===== src/sv/psc_pkg.sv =====
// Shared types, constants and the seven-segment decode for the press counter.
// Used by the channel interfaces, the press control, the digit cells and the top level.
`default_nettype none

package psc_pkg;

    localparam int COUNT_W   = 14;
    localparam int DIGIT_W   = 4;
    localparam int SEG_W     = 7;
    localparam int POS_OUT_W = 2;
    localparam int HOLD_W    = 8;
    localparam int REG_IDX_W = 1;
    localparam int WDATA_W   = 8;

    // Configuration register indexes.
    localparam logic [REG_IDX_W-1:0] REG_HOLD_LIMIT    = 1'd0;
    localparam logic [REG_IDX_W-1:0] REG_BLANK_LEADING = 1'd1;

    localparam logic [HOLD_W-1:0]  HOLD_LIMIT_RESET = 8'd20;
    localparam logic [DIGIT_W-1:0] DIGIT_MAX        = 4'd9;

    typedef struct packed {
        logic bump;
        logic clear;
    } psc_cmd_t;

    typedef struct packed {
        logic [SEG_W-1:0]     segments;
        logic [POS_OUT_W-1:0] digit_position;
        logic                 digit_lit;
        logic [COUNT_W-1:0]   count_value;
    } psc_result_t;

    // Segment pattern of one BCD digit, bit 0 is segment a.
    function automatic logic [SEG_W-1:0] psc_seg_code(input logic [DIGIT_W-1:0] d);
        logic [SEG_W-1:0] code;
        case (d)
            4'd0:    code = 7'h3f;
            4'd1:    code = 7'h06;
            4'd2:    code = 7'h5b;
            4'd3:    code = 7'h4f;
            4'd4:    code = 7'h66;
            4'd5:    code = 7'h6d;
            4'd6:    code = 7'h7d;
            4'd7:    code = 7'h07;
            4'd8:    code = 7'h7f;
            4'd9:    code = 7'h6f;
            default: code = '0;
        endcase
        return code;
    endfunction

endpackage

`default_nettype wire


===== src/sv/psc_if.sv =====
// Valid/ready channel interfaces of the press counter: tick input, result output
// and configuration writes. Depends on psc_pkg for the payload widths.
`default_nettype none

interface psc_in_if;
    logic valid;
    logic ready;
    logic button_down;
    logic hold_tick;
    logic scan_tick;

    modport source (output valid, output button_down, output hold_tick,
                    output scan_tick, input ready);
    modport sink   (input valid, input button_down, input hold_tick,
                    input scan_tick, output ready);
endinterface

interface psc_out_if;
    logic                           valid;
    logic                           ready;
    logic [psc_pkg::SEG_W-1:0]      segments;
    logic [psc_pkg::POS_OUT_W-1:0]  digit_position;
    logic                           digit_lit;
    logic [psc_pkg::COUNT_W-1:0]    count_value;

    modport source (output valid, output segments, output digit_position,
                    output digit_lit, output count_value, input ready);
    modport sink   (input valid, input segments, input digit_position,
                    input digit_lit, input count_value, output ready);
endinterface

interface psc_cfg_if;
    logic                           valid;
    logic                           ready;
    logic [psc_pkg::REG_IDX_W-1:0]  reg_index;
    logic [psc_pkg::WDATA_W-1:0]    wdata;

    modport source (output valid, output reg_index, output wdata, input ready);
    modport sink   (input valid, input reg_index, input wdata, output ready);
endinterface

`default_nettype wire


===== src/sv/psc_press_ctrl.sv =====
// Button press tracking: press start, hold timing and release handling.
// Issues bump and clear commands to the digit chain. Depends on psc_pkg.
`default_nettype none

module psc_press_ctrl (
    input  wire logic                        clk,
    input  wire logic                        rst_n,
    input  wire logic                        accept,
    input  wire logic                        button_down,
    input  wire logic                        hold_tick,
    input  wire logic [psc_pkg::HOLD_W-1:0]  hold_limit,
    output psc_pkg::psc_cmd_t                cmd
);
    import psc_pkg::*;

    logic [HOLD_W-1:0] hold_count_reg, hold_count_next;
    logic              cleared_reg, cleared_next;
    logic              was_pressed_reg;
    logic [HOLD_W-1:0] hold_base;
    logic              cleared_base;
    logic              do_clear;
    logic              do_bump;

    always_comb
    begin
        // A rising level starts a fresh press.
        hold_base       = was_pressed_reg ? hold_count_reg : '0;
        cleared_base    = was_pressed_reg ? cleared_reg : 1'b0;
        hold_count_next = hold_count_reg;
        cleared_next    = cleared_reg;
        do_clear        = 1'b0;
        do_bump         = 1'b0;
        if (button_down)
        begin
            hold_count_next = hold_base;
            cleared_next    = cleared_base;
            if (hold_tick && !cleared_base)
            begin
                if (hold_base != {HOLD_W{1'b1}})
                begin
                    hold_count_next = hold_base + HOLD_W'(1);
                end
                if (hold_count_next >= hold_limit)
                begin
                    do_clear     = 1'b1;
                    cleared_next = 1'b1;
                end
            end
        end
        else if (was_pressed_reg)
        begin
            do_bump         = !cleared_reg;
            hold_count_next = '0;
            cleared_next    = 1'b0;
        end
        cmd.bump  = accept && do_bump;
        cmd.clear = accept && do_clear;
    end

    always_ff @(posedge clk or negedge rst_n)
    begin
        if (!rst_n)
        begin
            hold_count_reg  <= '0;
            cleared_reg     <= 1'b0;
            was_pressed_reg <= 1'b0;
        end
        else if (accept)
        begin
            hold_count_reg  <= hold_count_next;
            cleared_reg     <= cleared_next;
            was_pressed_reg <= button_down;
        end
    end

endmodule

`default_nettype wire


===== src/sv/psc_digit_cell.sv =====
// One BCD digit of the counter chain: takes a carry from the digit below,
// passes a carry up and a nonzero flag down. Depends on psc_pkg.
`default_nettype none

module psc_digit_cell (
    input  wire logic                         clk,
    input  wire logic                         rst_n,
    input  wire logic                         clear,
    input  wire logic                         carry_in,
    output logic                              carry_out,
    input  wire logic                         nz_in,
    output logic                              nz_out,
    output logic [psc_pkg::DIGIT_W-1:0]       digit_next
);
    import psc_pkg::*;

    logic [DIGIT_W-1:0] digit_reg;

    always_comb
    begin
        carry_out  = carry_in && (digit_reg >= DIGIT_MAX);
        digit_next = digit_reg;
        if (clear)
        begin
            digit_next = '0;
        end
        else if (carry_in)
        begin
            digit_next = (digit_reg >= DIGIT_MAX) ? '0 : digit_reg + DIGIT_W'(1);
        end
        // True when this digit or any digit above it is nonzero.
        nz_out = nz_in || (digit_next != '0);
    end

    always_ff @(posedge clk or negedge rst_n)
    begin
        if (!rst_n)
        begin
            digit_reg <= '0;
        end
        else
        begin
            digit_reg <= digit_next;
        end
    end

endmodule

`default_nettype wire


===== src/sv/press_counter_seg_display.sv =====
// Top level of the press counter with multiplexed seven-segment output.
// Depends on psc_pkg, psc_if, psc_press_ctrl and psc_digit_cell.
//
// Usage:
//   tick   : one beat per tick, carrying button_down, hold_tick and scan_tick.
//   result : exactly one beat per accepted tick, with the segment drive of the
//            scanned position, that position, its lit flag and the binary count.
//   cfg    : register writes, always ready. Index 0 is hold_limit (8 bits),
//            index 1 is blank_leading (bit 0). Write only while the block is idle.
// Timing:
//   A tick is handled in the cycle it is accepted; its result goes to the output
//   register, or to the skid entry while the output stalls. One tick is accepted per
//   cycle while tick.ready is high, as the digit cells' carry ripple is combinational.
// Stall behavior:
//   The output register is backed by one skid entry, so one more tick is taken
//   while a result waits. tick.ready drops only when the skid entry is full, and
//   no result is lost or repeated however long the receiver stalls.
// Reset:
//   rst_n clears the count, the press tracking, the scan position and both
//   output entries, and restores hold_limit to 20 and blank_leading to 1.
`default_nettype none

module press_counter_seg_display #(
    parameter int DIGITS = 4
) (
    input  wire logic  clk,
    input  wire logic  rst_n,
    psc_in_if.sink     tick,
    psc_out_if.source  result,
    psc_cfg_if.sink    cfg
);
    import psc_pkg::*;

    localparam int PW = (DIGITS > 1) ? $clog2(DIGITS) : 1;
    localparam logic [PW-1:0] POS_LAST = PW'(DIGITS - 1);

    // Configuration registers.
    logic [HOLD_W-1:0] hold_limit_reg;
    logic              blank_leading_reg;

    // Counting and scanning.
    psc_cmd_t           press_cmd;
    logic               tick_accept;
    logic [DIGITS:0]    carry;
    logic [DIGITS-1:0]  nz_in;
    logic [DIGITS-1:0]  nz_out;
    logic [DIGIT_W-1:0] digit_next [DIGITS];
    logic [COUNT_W-1:0] count_reg, count_next;
    logic [PW-1:0]      scan_pos_reg, scan_pos_next;
    logic [PW+1:0]      pos_ext;
    logic               lit;
    psc_result_t        res_new;

    // Output register and skid entry.
    logic        out_valid_reg;
    psc_result_t out_data_reg;
    logic        skid_valid_reg;
    psc_result_t skid_data_reg;

    assign tick.ready  = !skid_valid_reg;
    assign tick_accept = tick.valid && tick.ready;
    assign cfg.ready   = 1'b1;

    always_ff @(posedge clk or negedge rst_n)
    begin
        if (!rst_n)
        begin
            hold_limit_reg    <= HOLD_LIMIT_RESET;
            blank_leading_reg <= 1'b1;
        end
        else if (cfg.valid)
        begin
            case (cfg.reg_index)
                REG_HOLD_LIMIT:    hold_limit_reg    <= cfg.wdata;
                REG_BLANK_LEADING: blank_leading_reg <= cfg.wdata[0];
                default:           ;
            endcase
        end
    end

    psc_press_ctrl u_press_ctrl (
        .clk         (clk),
        .rst_n       (rst_n),
        .accept      (tick_accept),
        .button_down (tick.button_down),
        .hold_tick   (tick.hold_tick),
        .hold_limit  (hold_limit_reg),
        .cmd         (press_cmd)
    );

    // The release bump enters the ones digit and ripples upward; the nonzero
    // flag for leading-zero blanking ripples down from the top digit.
    assign carry[0] = press_cmd.bump;

    for (genvar i = 0; i < DIGITS; i++)
    begin : g_cell
        if (i == DIGITS - 1)
        begin : g_top
            assign nz_in[i] = 1'b0;
        end
        else
        begin : g_mid
            assign nz_in[i] = nz_out[i+1];
        end

        psc_digit_cell u_cell (
            .clk        (clk),
            .rst_n      (rst_n),
            .clear      (press_cmd.clear),
            .carry_in   (carry[i]),
            .carry_out  (carry[i+1]),
            .nz_in      (nz_in[i]),
            .nz_out     (nz_out[i]),
            .digit_next (digit_next[i])
        );
    end

    // The binary count tracks the digits; a carry out of the top digit is the
    // wrap from all nines to zero.
    always_comb
    begin
        count_next = count_reg;
        if (press_cmd.clear)
        begin
            count_next = '0;
        end
        else if (press_cmd.bump)
        begin
            count_next = carry[DIGITS] ? '0 : count_reg + COUNT_W'(1);
        end
    end

    always_comb
    begin
        scan_pos_next = scan_pos_reg;
        if (tick.scan_tick)
        begin
            scan_pos_next = (scan_pos_reg == POS_LAST) ? '0 : scan_pos_reg + PW'(1);
        end
        pos_ext = {2'b00, scan_pos_next};
        // The ones position always shows.
        lit = (scan_pos_next == '0) || !blank_leading_reg || nz_out[scan_pos_next];
        res_new.segments       = lit ? psc_seg_code(digit_next[scan_pos_next]) : '0;
        res_new.digit_position = pos_ext[1:0];
        res_new.digit_lit      = lit;
        res_new.count_value    = count_next;
    end

    always_ff @(posedge clk or negedge rst_n)
    begin
        if (!rst_n)
        begin
            count_reg    <= '0;
            scan_pos_reg <= '0;
        end
        else if (tick_accept)
        begin
            count_reg    <= count_next;
            scan_pos_reg <= scan_pos_next;
        end
    end

    // Output register with one skid entry behind it.
    always_ff @(posedge clk or negedge rst_n)
    begin
        if (!rst_n)
        begin
            out_valid_reg  <= 1'b0;
            skid_valid_reg <= 1'b0;
        end
        else if (!out_valid_reg || result.ready)
        begin
            if (skid_valid_reg)
            begin
                out_valid_reg  <= 1'b1;
                skid_valid_reg <= 1'b0;
            end
            else
            begin
                out_valid_reg <= tick_accept;
            end
        end
        else if (tick_accept)
        begin
            skid_valid_reg <= 1'b1;
        end
    end

    always_ff @(posedge clk)
    begin
        if (!out_valid_reg || result.ready)
        begin
            out_data_reg <= skid_valid_reg ? skid_data_reg : res_new;
        end
        else if (tick_accept)
        begin
            skid_data_reg <= res_new;
        end
    end

    assign result.valid          = out_valid_reg;
    assign result.segments       = out_data_reg.segments;
    assign result.digit_position = out_data_reg.digit_position;
    assign result.digit_lit      = out_data_reg.digit_lit;
    assign result.count_value    = out_data_reg.count_value;

    // The skid entry only fills behind a waiting output beat.
    a_skid_behind_out: assert property (@(posedge clk) disable iff (!rst_n)
        skid_valid_reg |-> out_valid_reg)
        else $error("skid entry valid while output register is empty");

    // A hold clear leaves the binary count at zero.
    a_clear_zeroes_count: assert property (@(posedge clk) disable iff (!rst_n)
        (tick_accept && press_cmd.clear) |=> (count_reg == '0))
        else $error("count not zero after a hold clear");

    // The scan position never leaves the digit row.
    a_scan_in_range: assert property (@(posedge clk) disable iff (!rst_n)
        scan_pos_reg <= POS_LAST)
        else $error("scan position beyond the last digit");

endmodule

`default_nettype wire


===== src/flat_wrapper.sv =====
// flat-port wrapper written by rule: the top's interface ports become plain ports
module press_counter_seg_display_flat import psc_pkg::*;
#(
    parameter int DIGITS = 4
)
  (clk, rst_n, tick_valid, tick_button_down, tick_hold_tick, tick_scan_tick, tick_ready, result_valid, result_segments, result_digit_position, result_digit_lit, result_count_value, result_ready, cfg_valid, cfg_reg_index, cfg_wdata, cfg_ready);
  psc_in_if tick_i ();
  psc_out_if result_i ();
  psc_cfg_if cfg_i ();
  input  wire logic clk;
  input  wire logic rst_n;
  input wire logic [$bits(tick_i.valid)-1:0] tick_valid;
  input wire logic [$bits(tick_i.button_down)-1:0] tick_button_down;
  input wire logic [$bits(tick_i.hold_tick)-1:0] tick_hold_tick;
  input wire logic [$bits(tick_i.scan_tick)-1:0] tick_scan_tick;
  output wire logic [$bits(tick_i.ready)-1:0] tick_ready;
  output wire logic [$bits(result_i.valid)-1:0] result_valid;
  output wire logic [$bits(result_i.segments)-1:0] result_segments;
  output wire logic [$bits(result_i.digit_position)-1:0] result_digit_position;
  output wire logic [$bits(result_i.digit_lit)-1:0] result_digit_lit;
  output wire logic [$bits(result_i.count_value)-1:0] result_count_value;
  input wire logic [$bits(result_i.ready)-1:0] result_ready;
  input wire logic [$bits(cfg_i.valid)-1:0] cfg_valid;
  input wire logic [$bits(cfg_i.reg_index)-1:0] cfg_reg_index;
  input wire logic [$bits(cfg_i.wdata)-1:0] cfg_wdata;
  output wire logic [$bits(cfg_i.ready)-1:0] cfg_ready;
  assign tick_i.valid = tick_valid;
  assign tick_i.button_down = tick_button_down;
  assign tick_i.hold_tick = tick_hold_tick;
  assign tick_i.scan_tick = tick_scan_tick;
  assign tick_ready = tick_i.ready;
  assign result_valid = result_i.valid;
  assign result_segments = result_i.segments;
  assign result_digit_position = result_i.digit_position;
  assign result_digit_lit = result_i.digit_lit;
  assign result_count_value = result_i.count_value;
  assign result_i.ready = result_ready;
  assign cfg_i.valid = cfg_valid;
  assign cfg_i.reg_index = cfg_reg_index;
  assign cfg_i.wdata = cfg_wdata;
  assign cfg_ready = cfg_i.ready;
  press_counter_seg_display #(.DIGITS(DIGITS)) u_core (.clk(clk), .rst_n(rst_n), .tick(tick_i), .result(result_i), .cfg(cfg_i));
endmodule

===== config.mk =====
export PLATFORM = sky130hd
export DESIGN_NAME = press_counter_seg_display_flat
export DESIGN_NICKNAME = d
export VERILOG_FILES = /design/src/sv/psc_pkg.sv /design/src/sv/psc_if.sv /design/src/sv/psc_press_ctrl.sv /design/src/sv/psc_digit_cell.sv /design/src/sv/press_counter_seg_display.sv /design/src/flat_wrapper.sv
export SDC_FILE = /design/constraint.sdc
export NUM_CORES = 1
export LEC_CHECK = 0
export BUFFER_PORTS_ARGS = -buffer_cell sky130_fd_sc_hd__buf_2
export CORE_MARGIN = 2
export CORE_UTILIZATION = 50
export DETAILED_ROUTE_END_ITERATION = 8
export PLACE_DENSITY = 0.65
export SYNTH_ARGS = -nofsm -noshare
export SYNTH_HDL_FRONTEND = slang
export SYNTH_HIERARCHICAL = 1
export SYNTH_SLANG_ARGS = --single-unit

===== constraint.sdc =====
create_clock -name clk -period 5.95 [get_ports clk]
set_input_delay 0 -clock clk [delete_from_list [all_inputs] [get_ports clk]]
set_output_delay 0 -clock clk [all_outputs]
set_load 0.01 [all_outputs]

Word-level counts from Yosys, hierarchy flattened
Memories as Yosys holds them, arrays and structs flattened.
Index checks and enable logic that the tools add are counted.
{"block": "op_classes", "add_sub_neg": 7, "magnitude_cmp": 7, "n_eq_ne": 2, "n_mux": 44, "n_bitwise": 3, "n_reduce_logical": 30}
{"operator": "$mux W4", "n": 14}
{"operator": "$mux W8", "n": 7}
{"operator": "$mux W14", "n": 3}
{"operator": "$mux W24", "n": 1}
{"operator": "$add A4 B1 Y4 const B", "n": 4}
{"operator": "$ge A4 B4 Y1 const B", "n": 4}
{"operator": "$reduce_bool A4 Y1", "n": 4}
{"operator": "$add A14 B1 Y14 const B", "n": 1}
{"operator": "$mux W1", "n": 14}
{"operator": "$add A8 B1 Y8 const B", "n": 1}
{"operator": "$bmux W4 S2", "n": 1}
{"operator": "$ge A8 B8 Y1", "n": 1}
{"operator": "$logic_and A1 B1 Y1", "n": 8}
{"operator": "$ne A8 B8 Y1 const B", "n": 1}
{"operator": "$reduce_and A2 Y1", "n": 4}
{"operator": "$mux W7", "n": 1}
{"operator": "$logic_or A1 B1 Y1", "n": 6}
{"operator": "$logic_not A1 Y1", "n": 5}
{"operator": "$mux W2", "n": 2}
{"operator": "$reduce_bool A2 Y1", "n": 2}
{"operator": "$ge A3 B3 Y1 const B", "n": 1}
{"operator": "$lt A2 B3 Y1 const B", "n": 1}
{"operator": "$not A2 Y3", "n": 1}
{"operator": "$add A2 B1 Y2 const B", "n": 1}
{"operator": "other kinds (4)", "n": 5}
{"block": "word_totals", "regBits": 101, "mem_bits_ro": 112, "inputBits": 17, "out_inout_bits": 27, "mem_count": 1}
{"name": "(no name shown)", "depth": 16, "width": 7, "rd": 1, "rd_ports_with_merged_regs": 0, "wr": 0, "line": "psc_pkg.sv:37", "source": "case (d)"}

Longest topological paths before layout
{"block": "logic_depth", "ltp_word": 20, "depth_mapped": 26}

Modules after synthesis
Netlist, hierarchy kept.
{"mod": "press_counter_seg_display", "n_inst": 1, "cells_each": 334, "area_each_um2": 3709.8, "seq_area_each_um2": 2120.8}
{"mod": "psc_digit_cell", "n_inst": 4, "cells_each": 31, "area_each_um2": 295.3, "seq_area_each_um2": 100.1}
{"mod": "psc_press_ctrl", "n_inst": 1, "cells_each": 122, "area_each_um2": 996.0, "seq_area_each_um2": 250.2}

Worst setup path after synthesis
No wires, ideal clock.
{"block": "synth_timing", "path_type": "reg-to-reg", "from": "reg u_core.u_press_ctrl.was_pressed_reg", "to": "reg u_core.out_data_reg, in the netlist u_core/result.segments[4] (data pin)", "setup_time_ns": 0.169, "t_arrival_ns": 5.223, "t_required_ns": 5.781, "setup_slack_ns": 0.558, "path_stages_with_launch": 26, "period_less_slack_ns": 5.392, "cell_sequence": "dfrtp_1 -> buf_2 -> clkbuf_1 -> and2_1 -> ha_1 -> nand2_1 -> or3_1 -> buf_6 -> mux2_4 -> ha_1 -> nor4_1 -> o21ai_0 -> nand3_1 -> a21oi_1 -> a31o_1 -> a221oi_1 -> nor4_1 -> a221oi_1 -> nor4_1 -> a221oi_1 -> nor2b_1 -> a211oi_1 -> o21a_1 -> inv_2 -> nand2_4 -> o31ai_1"}
{"item": "start, declared", "line": "psc_press_ctrl.sv:18", "source": "logic was_pressed_reg;"}
{"item": "start signal, assigned", "line": "psc_press_ctrl.sv:72", "source": "was_pressed_reg <= button_down;"}
{"item": "end signal, assigned", "line": "press_counter_seg_display.sv:193", "source": "out_data_reg <= skid_valid_reg ? skid_data_reg : res_new;"}
{"item": "end, declared", "line": "press_counter_seg_display.sv:56", "source": "psc_result_t out_data_reg;"}

==> flow_metrics.py <==
metrics = {
    "critical_path": {
        "rr_worst_depth": 22,
        "rrSetupSlack_ns": 0.49,
        "endpoint": "u_core/result.segments[4]$_DFFE_PN_",
        "r2r-start": "u_core/u_press_ctrl/hold_count_reg[0]$_DFFE_PN0P_",
        "worstSetupStartpointType": "register",
        "crit_start": "u_core/u_press_ctrl/hold_count_reg[0]$_DFFE_PN0P_",
        "worst-setup-path-type": "reg -> reg",
        "setup.worst_path.end_class": "register",
        "worst_ep_arrival_time_ns": 5.62,
        "worst_ep_required_time_ns": 6.11,
        "r2r_end": "u_core/result.segments[4]$_DFFE_PN_",
        "cp_max_fo": 9,
    },
    "layout": {
        "largest_reg_flops": 24,
        "drive_gt1_frac": 0.175,
        "design_area_um2": 6610,
        "layout.nets": 668,
        "area_delta_synth_final_pct": 13.4,
        "fillerInstances": 980,
        "n_antenna_cell": 0,
        "multi_input_area_um2": 2770,
        "mostFrequentLayoutCell": "nand2_1",
        "layout.cells.most_common_list": "76 x nand2_1, 50 x dfrtp_1, 48 x edfxtp_1",
        "seqCellArea_um2": 2770,
    },
    "timing": {
        "setup_violations": 0,
        "min_period_ns": 5.46,
        "fmax_mhz": 183,
        "finalSetupTns_ns": 0,
        "tightest_slew_ns": 1.08,
        "finClkSkew_ns": 0.00569,
        "rsz0062_at_grt": "false",
        "drv_slew": 0,
        "final.period_utilization": 0.918,
        "slew-limit-headroom": 0.278,
        "finalHoldViolCount": 0,
    },
    "synth": {
        "synth.avg_cell_area_um2": 10.2,
        "synth_cells": 572,
        "yosysWarnings": 6,
        "syn_area_um2": 5830,
    },
    "min_path": {
        "min_path_type": "in -> reg",
    },
    "cts": {
        "cts_tree": "built",
        "cts_setup_buffers": 0,
        "root_buffer": "clkbuf_16",
        "cts_buffers": 9,
        "clkTransAtPathRegs_ns": 0.07,
        "clock_sinks": 101,
        "insertion_delay_ns": 0.35,
        "cts.path.max_buffers": 2,
        "h-tree-depth": 3,
    },
    "route": {
        "drtIter0Drc": 258,
        "ant_nets": 0,
        "via_per_inst": 5.49,
        "dr.pass1.iters": 5,
        "post-route-drc-count": 0,
        "wire_per_inst_um": 15.0,
        "vias": 4238,
        "drt_wl_total_um": 11600,
    },
    "floorplanning": {
        "ioPinCount": 44,
        "design.core.area_um2": 11400,
        "rows": 39,
        "die-width_um": 112,
        "die_area_um2": 12500,
        "die-height_um": 112,
        "initial_utilization": 0.510,
    },
    "pwr": {
        "p_leak_nw": 2.94,
        "swShare": 0.320,
        "clockPowerShare": 0.281,
        "p_int_mw": 1.54,
        "power.density_nw_per_um2": 342,
        "peakVddDrop_mv": 0.276,
        "seq_power_share": 0.428,
        "pwr-share-comb": 0.291,
        "p_switching_mw": 0.722,
    },
    "global_routing": {
        "grt_pass1_wl_um": 19700,
        "grtUsageMet2": 0.314,
        "antenna_found_initial": 0,
        "grt_overflow_total": 0,
        "grt_busiest_layer": "met2",
        "met1_usage": 0.264,
        "grt_max_degree": 54,
        "track_usage": 0.195,
        "grt_pass1_vias": 4013,
        "met3_usage": 0.0310,
    },
    "place": {
        "gp_congestion": 0.868,
        "hpwl_um": 8210,
        "port_buffers": 42,
        "dpl-instance-area_um2": 6160,
    },
    "run": {
        "cap_violations": 0,
    },
    "run_status": {
        "outcome": "finished clean",
    },
}
## worst min path at each step
stage	endpoint	startpoint	slack, ns	cells after the start
after CTS	u_core/u_press_ctrl/hold_count_reg[1]$_DFFE_PN0P_	tick_button_down	0.04	3
after global placement	u_core/hold_limit_reg[6]$_DFFE_PN0P_	rst_n	0.17	2
after floorplan	u_core/count_reg[0]$_DFFE_PN0P_	rst_n	-0.30	0
after global routing	u_core/u_press_ctrl/hold_count_reg[1]$_DFFE_PN0P_	tick_button_down	0.07	3
after detailed placement	u_core/hold_limit_reg[7]$_DFFE_PN0P_	rst_n	0.18	2
final	u_core/u_press_ctrl/hold_count_reg[1]$_DFFE_PN0P_	tick_button_down	0.06	3
## area by class of cell
cell class                 instances  area share
sequential                       101       0.419
clock inverter                     5      0.0125
timing repair buffer              65      0.0629
tap                              143      0.0271
inverter                          43      0.0244
clock buffer                      11      0.0352
multi-input combinational        404       0.419
## metrics by stage
stage                     instances  setup WS (ns)  hold slack (ns)  total power [mW]   util
after floorplan                 574          0.631           -0.296              1.48      -
after global placement          743          0.667            0.171              1.60  0.539
after detailed placement        743          0.440            0.184              1.63  0.539
after CTS                       772          0.412           0.0410              2.27  0.578
after global routing            772         0.0625           0.0690              2.40  0.579
final                           772          0.491           0.0575              2.26  0.579
## layer usage
metal	wire length, um	share of wire	up-vias
li1	-	-	2117
met1	5430	0.47	2012
met2	5440	0.47	94
met3	484	0.042	15
met4	221	0.019	0
met5	0	0	-
## power by group through the flow
stage | logic, mW | clock network (mW) | registers (mW)
finish | 0.656 | 0.635 | 0.966
global route | 0.734 | 0.681 | 0.981
CTS | 0.657 | 0.648 | 0.967
detailed placement | 0.648 | 0 | 0.981
global placement | 0.627 | 0 | 0.976
floorplan | 0.508 | 0 | 0.967
## critical path, stage by stage (launching register included)
cell and delay [ns]:
dfrtp_1 0.41, and2_1 0.20, ha_1 0.31, nand2_1 0.11, or3_1 0.51, mux2_4 0.36
ha_1 0.18, nor4_1 0.24, o21ai_0 0.14, nand3_1 0.10, a21oi_1 0.08, a31o_1 0.26
a221oi_2 0.40, nor4_1 0.11, a221oi_1 0.45, nor4_1 0.12, a221oi_1 0.25, nor2b_1 0.19
a211oi_1 0.06, o21a_1 0.28, inv_2 0.12, nand2_4 0.09, o31ai_1 0.29
## what timing repair did
action,in CTS,in global routing
hold endpoints to repair,63,0
gates resized for setup,0,1
hold buffers,13,0
endpoints found under the setup margin,0,3
Power figures use the tool's default switching activity.
